File: src/hw/rtl/acfd_pkg.sv
// Shared constants, types and codes of the axis command frame deframer.
`default_nettype none

package acfd_pkg;

  localparam int AXES        = 6;
  localparam int FRAME_BYTES = 36;
  localparam int AxisStride  = 6;

  localparam int ByteCntW = 6;
  localparam int FbIdxW   = $clog2(FRAME_BYTES);
  localparam int AxisIdxW = (AXES > 1) ? $clog2(AXES) : 1;

  localparam logic [2:0]          LastAxis    = 3'(AXES - 1);
  localparam logic [ByteCntW-1:0] FrameBytesC = ByteCntW'(FRAME_BYTES);
  localparam logic [ByteCntW-1:0] StrideC     = ByteCntW'(AxisStride);

  localparam logic [15:0] PulseStopped = 16'hffff;
  localparam logic [7:0]  StartCodeRst = 8'hbb;
  localparam logic [7:0]  StopCodeRst  = 8'h1f;
  localparam logic [7:0]  RepeatHit    = 8'd3;

  // configuration register indexes
  localparam logic CfgStartCode = 1'b0;
  localparam logic CfgStopCode  = 1'b1;

  // event kinds
  localparam logic [1:0] EvStart = 2'd0;
  localparam logic [1:0] EvStop  = 2'd1;
  localparam logic [1:0] EvAxis  = 2'd2;

  // timer actions
  localparam logic [1:0] TaNone    = 2'd0;
  localparam logic [1:0] TaEnable  = 2'd1;
  localparam logic [1:0] TaDisable = 2'd2;

  // byte offsets inside one axis record
  localparam logic [1:0] OffLo  = 2'd1;
  localparam logic [1:0] OffHi  = 2'd2;
  localparam logic [1:0] OffDir = 2'd3;

  typedef struct packed {
    logic start;
    logic stop;
    logic frame;
  } job_t;

  typedef struct packed {
    logic [1:0]  event_kind;
    logic [2:0]  axis;
    logic [15:0] pulse_period;
    logic [7:0]  direction;
    logic [1:0]  timer_action;
    logic        last;
  } res_t;

endpackage

`default_nettype wire

File: src/hw/rtl/acfd_if.sv
// Stream interfaces for received bytes and result beats.
`default_nettype none

interface acfd_in_if;
  logic       valid;
  logic       ready;
  logic [7:0] rx_byte;

  modport source (output valid, output rx_byte, input ready);
  modport sink (input valid, input rx_byte, output ready);
endinterface

interface acfd_out_if;
  logic        valid;
  logic        ready;
  logic [1:0]  event_kind;
  logic [2:0]  axis;
  logic [15:0] pulse_period;
  logic [7:0]  direction;
  logic [1:0]  timer_action;
  logic        last;

  modport source (output valid, output event_kind, output axis, output pulse_period,
                  output direction, output timer_action, output last, input ready);
  modport sink (input valid, input event_kind, input axis, input pulse_period,
                input direction, input timer_action, input last, output ready);
endinterface

`default_nettype wire

File: src/hw/rtl/acfd_frame_store.sv
// Frame byte memory: one write port, one registered read port.
`default_nettype none

module acfd_frame_store
  import acfd_pkg::*;
(
  input  logic                clk_i,
  input  logic                we_i,
  input  logic [FbIdxW-1:0]   waddr_i,
  input  logic [7:0]          wdata_i,
  input  logic [ByteCntW-1:0] raddr_i,
  output logic [7:0]          rdata_o
);

  logic [7:0] mem_q [FRAME_BYTES];
  logic [7:0] rdata_q;

  always_ff @(posedge clk_i) begin
    if (we_i) begin
      mem_q[waddr_i] <= wdata_i;
    end
  end

  // read past the frame as zero
  always_ff @(posedge clk_i) begin
    if (raddr_i < FrameBytesC) begin
      rdata_q <= mem_q[raddr_i[FbIdxW-1:0]];
    end else begin
      rdata_q <= '0;
    end
  end

  assign rdata_o = rdata_q;

endmodule

`default_nettype wire

File: src/hw/rtl/acfd_rx_track.sv
// Per-byte tracking: byte count, repeat detection, command decode, config registers.
`default_nettype none

module acfd_rx_track
  import acfd_pkg::*;
(
  input  logic              clk_i,
  input  logic              rst_ni,
  input  logic              accept_i,
  input  logic [7:0]        rx_byte_i,
  input  logic              cfg_we_i,
  input  logic              cfg_idx_i,
  input  logic [7:0]        cfg_data_i,
  output logic              mem_we_o,
  output logic [FbIdxW-1:0] mem_waddr_o,
  output job_t              job_o
);

  logic [ByteCntW-1:0] bc_q, bc_d, bc_inc;
  logic [7:0]          prev_q, prev_d;
  logic [7:0]          rep_q, rep_d;
  logic [7:0]          cmd_q;
  logic [7:0]          cmd_now;
  logic [7:0]          start_code_q, stop_code_q;
  logic                hit;

  assign bc_inc  = bc_q + ByteCntW'(1);
  assign rep_d   = (rx_byte_i == prev_q) ? rep_q + 8'd1 : 8'd0;
  assign hit     = (rep_d == RepeatHit);
  assign cmd_now = (bc_q == '0) ? rx_byte_i : cmd_q;

  assign mem_we_o    = accept_i && (bc_q < FrameBytesC);
  assign mem_waddr_o = bc_q[FbIdxW-1:0];

  always_comb begin
    job_o.start = hit && (cmd_now == start_code_q);
    job_o.stop  = hit && (cmd_now == stop_code_q);
    job_o.frame = !hit && (bc_inc == FrameBytesC);
    prev_d      = hit ? 8'd0 : rx_byte_i;
    bc_d        = (hit || job_o.frame) ? '0 : bc_inc;
  end

  always_ff @(posedge clk_i or negedge rst_ni) begin
    if (!rst_ni) begin
      bc_q   <= '0;
      prev_q <= '0;
      rep_q  <= '0;
    end else if (accept_i) begin
      bc_q   <= bc_d;
      prev_q <= prev_d;
      rep_q  <= rep_d;
    end
  end

  // copy of frame byte zero for command decode
  always_ff @(posedge clk_i) begin
    if (accept_i && (bc_q == '0)) begin
      cmd_q <= rx_byte_i;
    end
  end

  always_ff @(posedge clk_i or negedge rst_ni) begin
    if (!rst_ni) begin
      start_code_q <= StartCodeRst;
      stop_code_q  <= StopCodeRst;
    end else if (cfg_we_i) begin
      case (cfg_idx_i)
        CfgStartCode: start_code_q <= cfg_data_i;
        CfgStopCode:  stop_code_q  <= cfg_data_i;
        default: begin
        end
      endcase
    end
  end

endmodule

`default_nettype wire

File: src/hw/rtl/acfd_seq.sv
// Result sequencer: walks the frame memory axis by axis and drives the result register.
`default_nettype none

module acfd_seq
  import acfd_pkg::*;
(
  input  logic                clk_i,
  input  logic                rst_ni,
  input  logic                accept_i,
  input  job_t                job_i,
  output logic                idle_o,
  output logic [ByteCntW-1:0] mem_raddr_o,
  input  logic [7:0]          mem_rdata_i,
  output logic                res_valid_o,
  input  logic                res_ready_i,
  output res_t                res_o
);

  typedef enum logic [6:0] {
    S_IDLE  = 7'b0000001,
    S_START = 7'b0000010,
    S_STOP  = 7'b0000100,
    S_LO    = 7'b0001000,
    S_HI    = 7'b0010000,
    S_DIR   = 7'b0100000,
    S_EMIT  = 7'b1000000
  } state_e;

  state_e              state_q, state_d;
  logic                out_valid_q, out_valid_d;
  res_t                res_q, res_d;
  logic                stop_pend_q, stop_pend_d;
  logic [2:0]          axis_q, axis_d;
  logic [ByteCntW-1:0] base_q, base_d;
  logic [7:0]          lo_q, lo_d, hi_q, hi_d;
  logic [15:0]         prev_pulse_q [AXES];
  logic                pulse_we;
  logic [15:0]         pulse_new, pulse_old;
  logic [1:0]          act;
  logic [1:0]          off;
  logic                out_free;

  assign out_free  = !out_valid_q || res_ready_i;
  assign pulse_new = {hi_q, lo_q};
  assign pulse_old = prev_pulse_q[axis_q[AxisIdxW-1:0]];

  always_comb begin
    if ((pulse_old != PulseStopped) && (pulse_new == PulseStopped)) begin
      act = TaDisable;
    end else if ((pulse_old == PulseStopped) && (pulse_new != PulseStopped)) begin
      act = TaEnable;
    end else begin
      act = TaNone;
    end
  end

  always_comb begin
    case (state_q)
      S_LO:    off = OffLo;
      S_HI:    off = OffHi;
      default: off = OffDir;
    endcase
  end

  assign mem_raddr_o = base_q + {{(ByteCntW-2){1'b0}}, off};

  always_comb begin
    state_d     = state_q;
    out_valid_d = out_valid_q && !res_ready_i;
    res_d       = res_q;
    stop_pend_d = stop_pend_q;
    axis_d      = axis_q;
    base_d      = base_q;
    lo_d        = lo_q;
    hi_d        = hi_q;
    pulse_we    = 1'b0;
    case (state_q)
      S_IDLE: begin
        if (accept_i) begin
          stop_pend_d = job_i.stop;
          axis_d      = '0;
          base_d      = '0;
          if (job_i.start) begin
            state_d = S_START;
          end else if (job_i.stop) begin
            state_d = S_STOP;
          end else if (job_i.frame) begin
            state_d = S_LO;
          end
        end
      end
      S_START: begin
        if (out_free) begin
          out_valid_d = 1'b1;
          res_d       = '{EvStart, 3'd0, 16'd0, 8'd0, TaNone, !stop_pend_q};
          state_d     = stop_pend_q ? S_STOP : S_IDLE;
        end
      end
      S_STOP: begin
        if (out_free) begin
          out_valid_d = 1'b1;
          res_d       = '{EvStop, 3'd0, 16'd0, 8'd0, TaNone, 1'b1};
          state_d     = S_IDLE;
        end
      end
      S_LO: begin
        state_d = S_HI;
      end
      S_HI: begin
        lo_d    = mem_rdata_i;
        state_d = S_DIR;
      end
      S_DIR: begin
        hi_d    = mem_rdata_i;
        state_d = S_EMIT;
      end
      S_EMIT: begin
        if (out_free) begin
          out_valid_d = 1'b1;
          pulse_we    = 1'b1;
          res_d       = '{EvAxis, axis_q, pulse_new, mem_rdata_i, act, axis_q == LastAxis};
          if (axis_q == LastAxis) begin
            state_d = S_IDLE;
          end else begin
            axis_d  = axis_q + 3'd1;
            base_d  = base_q + StrideC;
            state_d = S_LO;
          end
        end
      end
      default: begin
        state_d = S_IDLE;
      end
    endcase
  end

  always_ff @(posedge clk_i or negedge rst_ni) begin
    if (!rst_ni) begin
      state_q      <= S_IDLE;
      out_valid_q  <= 1'b0;
      stop_pend_q  <= 1'b0;
      axis_q       <= '0;
      base_q       <= '0;
      prev_pulse_q <= '{default: '0};
    end else begin
      state_q     <= state_d;
      out_valid_q <= out_valid_d;
      stop_pend_q <= stop_pend_d;
      axis_q      <= axis_d;
      base_q      <= base_d;
      if (pulse_we) begin
        prev_pulse_q[axis_q[AxisIdxW-1:0]] <= pulse_new;
      end
    end
  end

  always_ff @(posedge clk_i) begin
    res_q <= res_d;
    lo_q  <= lo_d;
    hi_q  <= hi_d;
  end

  assign idle_o      = (state_q == S_IDLE);
  assign res_valid_o = out_valid_q;
  assign res_o       = res_q;

  a_accept_idle: assert property (@(posedge clk_i) disable iff (!rst_ni)
    accept_i |-> state_q == S_IDLE)
    else $error("byte accepted while sequencer busy");

  a_emit_loads: assert property (@(posedge clk_i) disable iff (!rst_ni)
    (state_q == S_EMIT && out_free) |=> out_valid_q && res_q.event_kind == EvAxis)
    else $error("axis beat not loaded");

  a_last_axis: assert property (@(posedge clk_i) disable iff (!rst_ni)
    (state_q == S_EMIT && out_free && axis_q == LastAxis) |=>
      state_q == S_IDLE && res_q.last)
    else $error("final axis beat not marked last");

  a_cmd_last: assert property (@(posedge clk_i) disable iff (!rst_ni)
    (state_q == S_STOP && out_free) |=> res_q.last && res_q.event_kind == EvStop)
    else $error("stop beat malformed");

endmodule

`default_nettype wire

File: src/hw/rtl/axis_command_frame_deframer.sv
// Axis command frame deframer top level.
// A byte that yields no result leaves the sequencer idle; the next byte may follow at once.
// A command byte yields its start/stop beats via S_START/S_STOP and the result register.
// A frame's final byte yields six axis beats, each via S_LO, S_HI, S_DIR and S_EMIT (three
// frame memory reads through the single read port, then the result load), ready held low.
// Reset clears the counters, sets start/stop codes to 0xbb/0x1f and previous pulses to zero.
`default_nettype none

module axis_command_frame_deframer
  import acfd_pkg::*;
(
  input  logic              clk_i,
  input  logic              rst_ni,
  acfd_in_if.sink           rx_i,
  acfd_out_if.source        res_o,
  input  logic              cfg_we_i,
  input  logic              cfg_idx_i,
  input  logic [7:0]        cfg_data_i
);

  logic                accept;
  logic                seq_idle;
  job_t                job;
  logic                mem_we;
  logic [FbIdxW-1:0]   mem_waddr;
  logic [ByteCntW-1:0] mem_raddr;
  logic [7:0]          mem_rdata;
  res_t                res;

  assign rx_i.ready = seq_idle;
  assign accept     = rx_i.valid && seq_idle;

  acfd_rx_track u_rx_track (
    .clk_i       (clk_i),
    .rst_ni      (rst_ni),
    .accept_i    (accept),
    .rx_byte_i   (rx_i.rx_byte),
    .cfg_we_i    (cfg_we_i),
    .cfg_idx_i   (cfg_idx_i),
    .cfg_data_i  (cfg_data_i),
    .mem_we_o    (mem_we),
    .mem_waddr_o (mem_waddr),
    .job_o       (job)
  );

  acfd_frame_store u_frame_store (
    .clk_i   (clk_i),
    .we_i    (mem_we),
    .waddr_i (mem_waddr),
    .wdata_i (rx_i.rx_byte),
    .raddr_i (mem_raddr),
    .rdata_o (mem_rdata)
  );

  acfd_seq u_seq (
    .clk_i       (clk_i),
    .rst_ni      (rst_ni),
    .accept_i    (accept),
    .job_i       (job),
    .idle_o      (seq_idle),
    .mem_raddr_o (mem_raddr),
    .mem_rdata_i (mem_rdata),
    .res_valid_o (res_o.valid),
    .res_ready_i (res_o.ready),
    .res_o       (res)
  );

  assign res_o.event_kind   = res.event_kind;
  assign res_o.axis         = res.axis;
  assign res_o.pulse_period = res.pulse_period;
  assign res_o.direction    = res.direction;
  assign res_o.timer_action = res.timer_action;
  assign res_o.last         = res.last;

endmodule

`default_nettype wire

File: src/flat_wrapper.sv
// flat-port wrapper written by rule: the top's interface ports become plain ports
module axis_command_frame_deframer_flat import acfd_pkg::*;
  (clk_i, rst_ni, cfg_we_i, cfg_idx_i, cfg_data_i, rx_i_valid, rx_i_rx_byte, rx_i_ready, res_o_valid, res_o_event_kind, res_o_axis, res_o_pulse_period, res_o_direction, res_o_timer_action, res_o_last, res_o_ready);
  acfd_in_if rx_i_i ();
  acfd_out_if res_o_i ();
  input  logic clk_i;
  input  logic rst_ni;
  input  logic cfg_we_i;
  input  logic cfg_idx_i;
  input  logic [7:0] cfg_data_i;
  input wire logic [$bits(rx_i_i.valid)-1:0] rx_i_valid;
  input wire logic [$bits(rx_i_i.rx_byte)-1:0] rx_i_rx_byte;
  output wire logic [$bits(rx_i_i.ready)-1:0] rx_i_ready;
  output wire logic [$bits(res_o_i.valid)-1:0] res_o_valid;
  output wire logic [$bits(res_o_i.event_kind)-1:0] res_o_event_kind;
  output wire logic [$bits(res_o_i.axis)-1:0] res_o_axis;
  output wire logic [$bits(res_o_i.pulse_period)-1:0] res_o_pulse_period;
  output wire logic [$bits(res_o_i.direction)-1:0] res_o_direction;
  output wire logic [$bits(res_o_i.timer_action)-1:0] res_o_timer_action;
  output wire logic [$bits(res_o_i.last)-1:0] res_o_last;
  input wire logic [$bits(res_o_i.ready)-1:0] res_o_ready;
  assign rx_i_i.valid = rx_i_valid;
  assign rx_i_i.rx_byte = rx_i_rx_byte;
  assign rx_i_ready = rx_i_i.ready;
  assign res_o_valid = res_o_i.valid;
  assign res_o_event_kind = res_o_i.event_kind;
  assign res_o_axis = res_o_i.axis;
  assign res_o_pulse_period = res_o_i.pulse_period;
  assign res_o_direction = res_o_i.direction;
  assign res_o_timer_action = res_o_i.timer_action;
  assign res_o_last = res_o_i.last;
  assign res_o_i.ready = res_o_ready;
  axis_command_frame_deframer u_core (.clk_i(clk_i), .rst_ni(rst_ni), .rx_i(rx_i_i), .res_o(res_o_i), .cfg_we_i(cfg_we_i), .cfg_idx_i(cfg_idx_i), .cfg_data_i(cfg_data_i));
endmodule
File: config.mk
export PLATFORM = sky130hd
export DESIGN_NAME = axis_command_frame_deframer_flat
export DESIGN_NICKNAME = d
export VERILOG_FILES = /design/src/hw/rtl/acfd_pkg.sv /design/src/hw/rtl/acfd_if.sv /design/src/hw/rtl/acfd_frame_store.sv /design/src/hw/rtl/acfd_rx_track.sv /design/src/hw/rtl/acfd_seq.sv /design/src/hw/rtl/axis_command_frame_deframer.sv /design/src/flat_wrapper.sv
export SDC_FILE = /design/constraint.sdc
export NUM_CORES = 1
export LEC_CHECK = 0
export ABC_AREA = 1
export BUFFER_PORTS_ARGS = -buffer_cell sky130_fd_sc_hd__clkbuf_2
export CAP_MARGIN = 10
export CORE_MARGIN = 5
export CORE_UTILIZATION = 51
export CTS_CLUSTER_DIAMETER = 80
export DETAILED_ROUTE_END_ITERATION = 10
export GPL_ROUTABILITY_DRIVEN = 0
export HOLD_SLACK_MARGIN = 0.02
export PLACE_DENSITY = 0.75
export SYNTH_ARGS = -nofsm -noshare
export SYNTH_HDL_FRONTEND = slang
export SYNTH_SLANG_ARGS = --single-unit
File: constraint.sdc
create_clock -name clk_i -period 2.9 [get_ports clk_i]
set_input_delay 0.87 -clock clk_i [delete_from_list [all_inputs] [get_ports clk_i]]
set_output_delay 0.87 -clock clk_i [all_outputs]
set_load 0.01 [all_outputs]
# After elaboration in Yosys (flattened, before gate mapping)
# Memory sizes are Yosys's and may differ from the RTL's. A register that Yosys moved wholly into a read port is not among the register bits.
# Index checks and enable logic that the tools add are counted.
# op_classes
bitwise	2
n_lt_le_gt_ge	4
reduce_logical	27
n_mux	41
addsub	5
eq_ne	23
# ops
op	count
$bwmux 96	1
$mux 32	3
$pmux 32 s3	1
$mux 7	7
$pmux 7 s7	1
$bmux 16 s3	1
$demux 16 s3	1
$mux 16	3
$eq 16x16->1 const B	2
$ne 16x16->1 const B	2
$eq 8x8->1	3
$mux 6	4
$mux 8	3
$lt 6x6->1 const B	2
$mux 3	4
$pmux 6 s2	1
$logic_and 1x1->1	10
$ne 2x2->1 const B	5
$add 8x1->8 const B	1
$eq 8x2->1 const B	1
$reduce_and 4->1	2
$eq 7x1->1 const B	1
$eq 7x2->1 const B	1
$eq 7x3->1 const B	1
28 further kinds	41
# word_totals
regBits	208
input_bits	22
ram_bits	288
output_inout_bits	34
mem_count	1
# memory_table
memory	depth	width	rd	rd_ports_with_merged_regs	wr	line_no	text
u_core.u_frame_store.mem_q	36	8	1	1	1	acfd_frame_store.sv:15	logic [7:0] mem_q [FRAME_BYTES];

# Logic depth before layout (Yosys ltp)
# logic_depth
word_depth	10
ltp_mapped	18

# Cells and area by module
# Synthesis repeated with hierarchy kept, for this count alone.
# unflattened
hier_cells	2300
hier_area_um2	22515.3
# modules_own_cells
mod	cells_each	area_each_um2	n_inst	seq_area_each_um2
acfd_frame_store	1082	12154.2	1	8808.4
acfd_seq	898	7712.4	1	4270.3
acfd_rx_track	318	2641.3	1	1204.9
axis_command_frame_deframer	2	7.5	1	0.0

# Worst setup path after synthesis
# Ideal clock, no wire load.
# synth_path
path_kind	reg-to-reg
startpoint	register u_core.u_seq.state_q[0]
endpoint	register u_core.u_frame_store.rdata_q[2], in the netlist u_core.u_frame_store.rdata_o[2] (read register of u_core.u_frame_store.mem_q)
t_required_ns	2.756
setup_slack_ns	0.242
stages_incl_launch_ff	16
arrival_time_ns	2.515
setup_ns	0.144
path_cell_list	dfstp_2 > nor2_2 > nand4_1 > inv_1 > fa_1 > buf_2 > inv_1 > clkbuf_1 > clkbuf_1 > nand3_1 > nand3_1 > nand2_1 > nor2_1 > nand2_1 > nand3_1 > a21oi_1
# synth_via
elab_chain_len	5
# synth_lines
element	line_no	text
start: declaration	acfd_seq.sv:29	state_e state_q, state_d;
start signal: assignment	acfd_seq.sv:146	state_q <= state_d;
$eq 7x5->1 or $eq 7x4->1 (tied branches)	acfd_seq.sv:58	case (state_q)
$pmux 2 s2 *	acfd_seq.sv:58	
$add 6x2->6 *	acfd_seq.sv:65	assign mem_raddr_o = base_q + {{(ByteCntW-2){1'b0}}, off};
$lt 6x6->1	acfd_frame_store.sv:26	if (raddr_i < FrameBytesC) begin
$logic_not 1->1 (no source line)	n/a	
end: declaration	acfd_frame_store.sv:16	logic [7:0] rdata_q;
# Every way passes the cells marked *; elsewhere a longest branch is shown, timed or not.
# A chain may end at the register's enable or synchronous reset.

# Final worst setup path
# layout_path
startpoint	register u_core.u_seq.state_q[0]
endpoint	register u_core.u_frame_store.rdata_q[4], in the netlist u_core.u_frame_store.rdata_o[4] (read register of u_core.u_frame_store.mem_q)
# The elaborated chain is that of the path after synthesis.

==> metrics.md <==
| Metric | Value |
|---|---|
| Largest net degree at the start of global routing | `80` |
| CP Launch Type | `flip-flop` |
| CP Capture Type | `flip-flop` |
| Fill count | `3250` |
| Seq/Total Area, Yosys | `0.659` |
| Unique masters post-synth | `49` |
| Synthesized area | `21700 µm²` |
| Die Span X | `216 µm` |
| Setup Skew | `0.0281 ns` |
| Core Region | `41900 µm²` |
| Tot GR Track Use | `0.229` |
| Worst path arrival time | `3.35 ns` |
| Ys flop type | `edfxtp_1` |
| Maximum VDD drop | `0.573 mV` |
| Final hold vios | `0` |
| Final instance count without filler cells | `2827` |
| Reg2Reg Launch Point | `u_core.u_seq.state_q[0]$_DFFE_PN1P_` |
| Reg area | `14300 µm²` |
| Vias in the first global route | `15692` |
| Pre-CTS setup slack | `0.0400 ns` |
| DRC Markers | `0` |
| CTS Sinks | `503` |
| Leak | `9.93 nW` |
| Post-layout util | `0.595` |
| Commonest non-fill, non-tap cell in the layout | `nand2_1` |
| Initial antenna violation count | `0` |
| Fin. max-slew vios | `0` |
| Sequential power share | `0.450` |
| Drt wl/cell | `19.4 µm` |
| DRT iter0 DRCs | `1661` |
| Pint | `13.2 mW` |
| Rel. slew slack | `0.476` |
| Final Total Pwr | `18.8 mW` |
| First-pass DRT Iterations | `6` |
| Via Count | `15969` |
| CP Data Required Time | `3.44 ns` |
| Final Critical Period | `2.80 ns` |
| Crit share post-route | `0.966` |
| Hold Crit Class | `input pin to asynchronous set/reset pin` |
| Clock buffer count from CTS | `51` |
| Die area | `46700 µm²` |
| Setup ws final | `0.0982 ns` |
| Status | `finished, final reports clean` |
| Worst-path clk slew | `0.06 ns` |
| F_max | `357 MHz` |
| Gr ovfl total | `0` |
| CTS root buf | `clkbuf_16` |
| Ys Warns | `0` |
| Mean Syn Cell Area | `10.2 µm²` |
| TritonCTS clock tree | `done` |
| CP Launch Point | `u_core.u_seq.state_q[0]$_DFFE_PN1P_` |
| Mapped Cells | `2131` |
| Cts hold-fix bufs | `0` |
| Area growth syn-to-layout | `15.2%` |
| NetSw | `5.56 mW` |
| Maximum capacitance violations | `0` |
| Final setup viols | `0` |
| Async SR Flop Fraction | `0.300` |
| RSZ-0062 raised after global routing | `true` |
| Layout cell share with drive strength beyond 1 | `0.135` |
| Commonest non-fill, non-tap cells in the layout | `433 x nand2_1, 361 x nor2_1, 344 x edfxtp_1, 247 x o21ai_0, 139 x dfrtp_1` |
| Via-to-Cell Ratio | `5.65` |
| Critical-path maximum fanout | `9` |
| Ant. Diodes | `0` |
| Sw Share | `0.296` |
| Comb power frac | `0.189` |
| Global-route wire length before repair | `85300 µm` |
| Dpl cells | `2719` |
| I/O Buffers | `55` |
| Post-synth EDFFs | `344` |
| Multi-input logic area | `6410 µm²` |
| Syn Nets | `2161` |
| Clk_lat worst skew | `0.62 ns` |
| I/O pin count | `56` |
| Measured slew at the worst slew-check pin | `0.783 ns` |
| DP Wirelength | `33600 µm` |
| Cell Rows | `75` |
| H-Tree Depth | `2` |
| Initial Util | `0.517` |
| Final TNS setup | `0 ns` |
| Setup CP Type | `flip-flop to flip-flop` |
| Die Ht | `216 µm` |
| Post-Route WL | `54800 µm` |
| Antenna Nets Post-Route | `0` |
| FF+latch count, synth | `503` |
| Clk buf depth | `3` |
| Layout Nets | `2275` |
| Power per cell area | `753 nW/µm²` |
| Clk network pwr share | `0.361` |
==> power by group through the flow <==
stage,Sequential [mW],Combinational (mW),Clock (mW)
global route,8.49,3.90,7.19
CTS,8.45,3.24,6.86
finish,8.46,3.55,6.78
floorplan,8.44,2.16,0
detailed placement,8.59,3.22,0
global placement,8.58,3.15,0
==> metal layers <==
layer / global-route usage / share of wire / vias up
li1: - / - / 7458
met2: 0.372 / 0.48 / 680
met5: 0 / 0 / -
met1: 0.306 / 0.40 / 7704
met4: 0.0971 / 0.042 / 0
met3: 0.0435 / 0.077 / 127
==> registers in the layout, indices dropped and copies added (netlist names) <==
register and cells:
u_core.u_seq.axis_q 3, u_core.u_seq.state_q 7, u_core.u_rx_track.mem_waddr_o 6, u_core.u_rx_track.rep_q 8, u_core.u_seq.stop_pend_q 1, u_core.u_rx_track.prev_q 8, u_core.u_rx_track.stop_code_q 8, u_core.u_rx_track.cmd_q 8
u_core.u_seq.prev_pulse_q 96, u_core.u_seq.hi_q 8, u_core.u_seq.base_q 5, u_core.u_seq.res_valid_o 1, u_core.u_seq.res_o 32, u_core.u_rx_track.start_code_q 8, u_core.u_seq.lo_q 8, u_core.u_frame_store.mem_q 288
u_core.u_frame_store.rdata_o 8
==> worst paths after layout <==
path	to	slack (ns)	cells past startpoint
max	u_core.u_frame_store.rdata_o[4]$_SDFF_PP0_	0.1	16
max reg2reg	u_core.u_frame_store.rdata_o[4]$_SDFF_PP0_	0.1	16
min reg2reg	u_core.u_seq.prev_pulse_q[22]$_DFFE_PN0P_	0.49	2
min	u_core.u_seq.prev_pulse_q[20]$_DFFE_PN0P_	0.16	1
max in group asynchronous	u_core.u_rx_track.start_code_q[0]$_DFFE_PN1P_	2.01	2
min in group clk_i	u_core.u_rx_track.start_code_q[5]$_DFFE_PN1P_	0.48	3
==> synthesized netlist by cell type, drive strengths merged, types with 8 or more instances <==
cell type  count  area [µm²]
nand4         27         169
o21ai        294        1470
o211ai        39         293
nand3         74         393
o22ai         13        81.3
nor2         375        1490
a21oi         51         259
dfrtp        139        3480
inv          151         567
edfxtp       344       10300
nor3          10        60.1
o31ai         10        75.1
dfxtp          8         160
clkbuf        51         193
buf           48         269
nand2        440        1670
dfstp         12         315
==> area by class of cell <==
| type | count | share of cell area |
|---|---|---|
| tap | 539 | 0.0270 |
| inverter | 153 | 0.0232 |
| sequential | 503 | 0.572 |
| timing repair buffer | 160 | 0.0505 |
| multi-input combinational | 1376 | 0.257 |
| clock inverter | 35 | 0.0155 |
| clock buffer | 61 | 0.0547 |
==> logic make-up after synthesis <==
kind of cell / share of synthesized area
buffers and inverters: 0.0478
XOR/XNOR: 0.00433
other: 0.000173
AO/OA/AOI/OAI: 0.105
flip-flops: 0.659
AND/OR/NAND/NOR: 0.178
adder cells (fa/ha/maj): 0.00497
==> through the flow <==
step | cell area (µm²) | hold slack, ns
after floorplan | 21700 | 0.426
final | 25000 | 0.159
after CTS | 24700 | 0.162
after detailed placement | 23000 | 0.469
after global placement | 23000 | 0.459
after global routing | 25000 | 0.176
==> worst max-delay path, cell delays in order (launching register included) <==
cell and delay [ns]:
dfstp_2 0.56, nor2_4 0.05, nand4_1 0.13, inv_1 0.08
fa_2 0.63, clkinvlp_4 0.17, buf_12 0.17, clkbuf_16 0.16
nor2_1 0.09, o21ai_1 0.07, nand2_1 0.10, nand2_1 0.06
nand2_1 0.09, nor2_1 0.05, nand2_1 0.09, nand3_1 0.08
a21oi_1 0.13
==> timing repair <==
| action | 4_1_cts | 5_1_grt |
|---|---|---|
| buffers inserted | 0 | 6 |
| endpoints found under the setup margin | 0 | 55 |
| endpoints found under the hold margin | 0 | 0 |
| resized for setup | 0 | 23 |
Power figures use the tool's default switching activity.
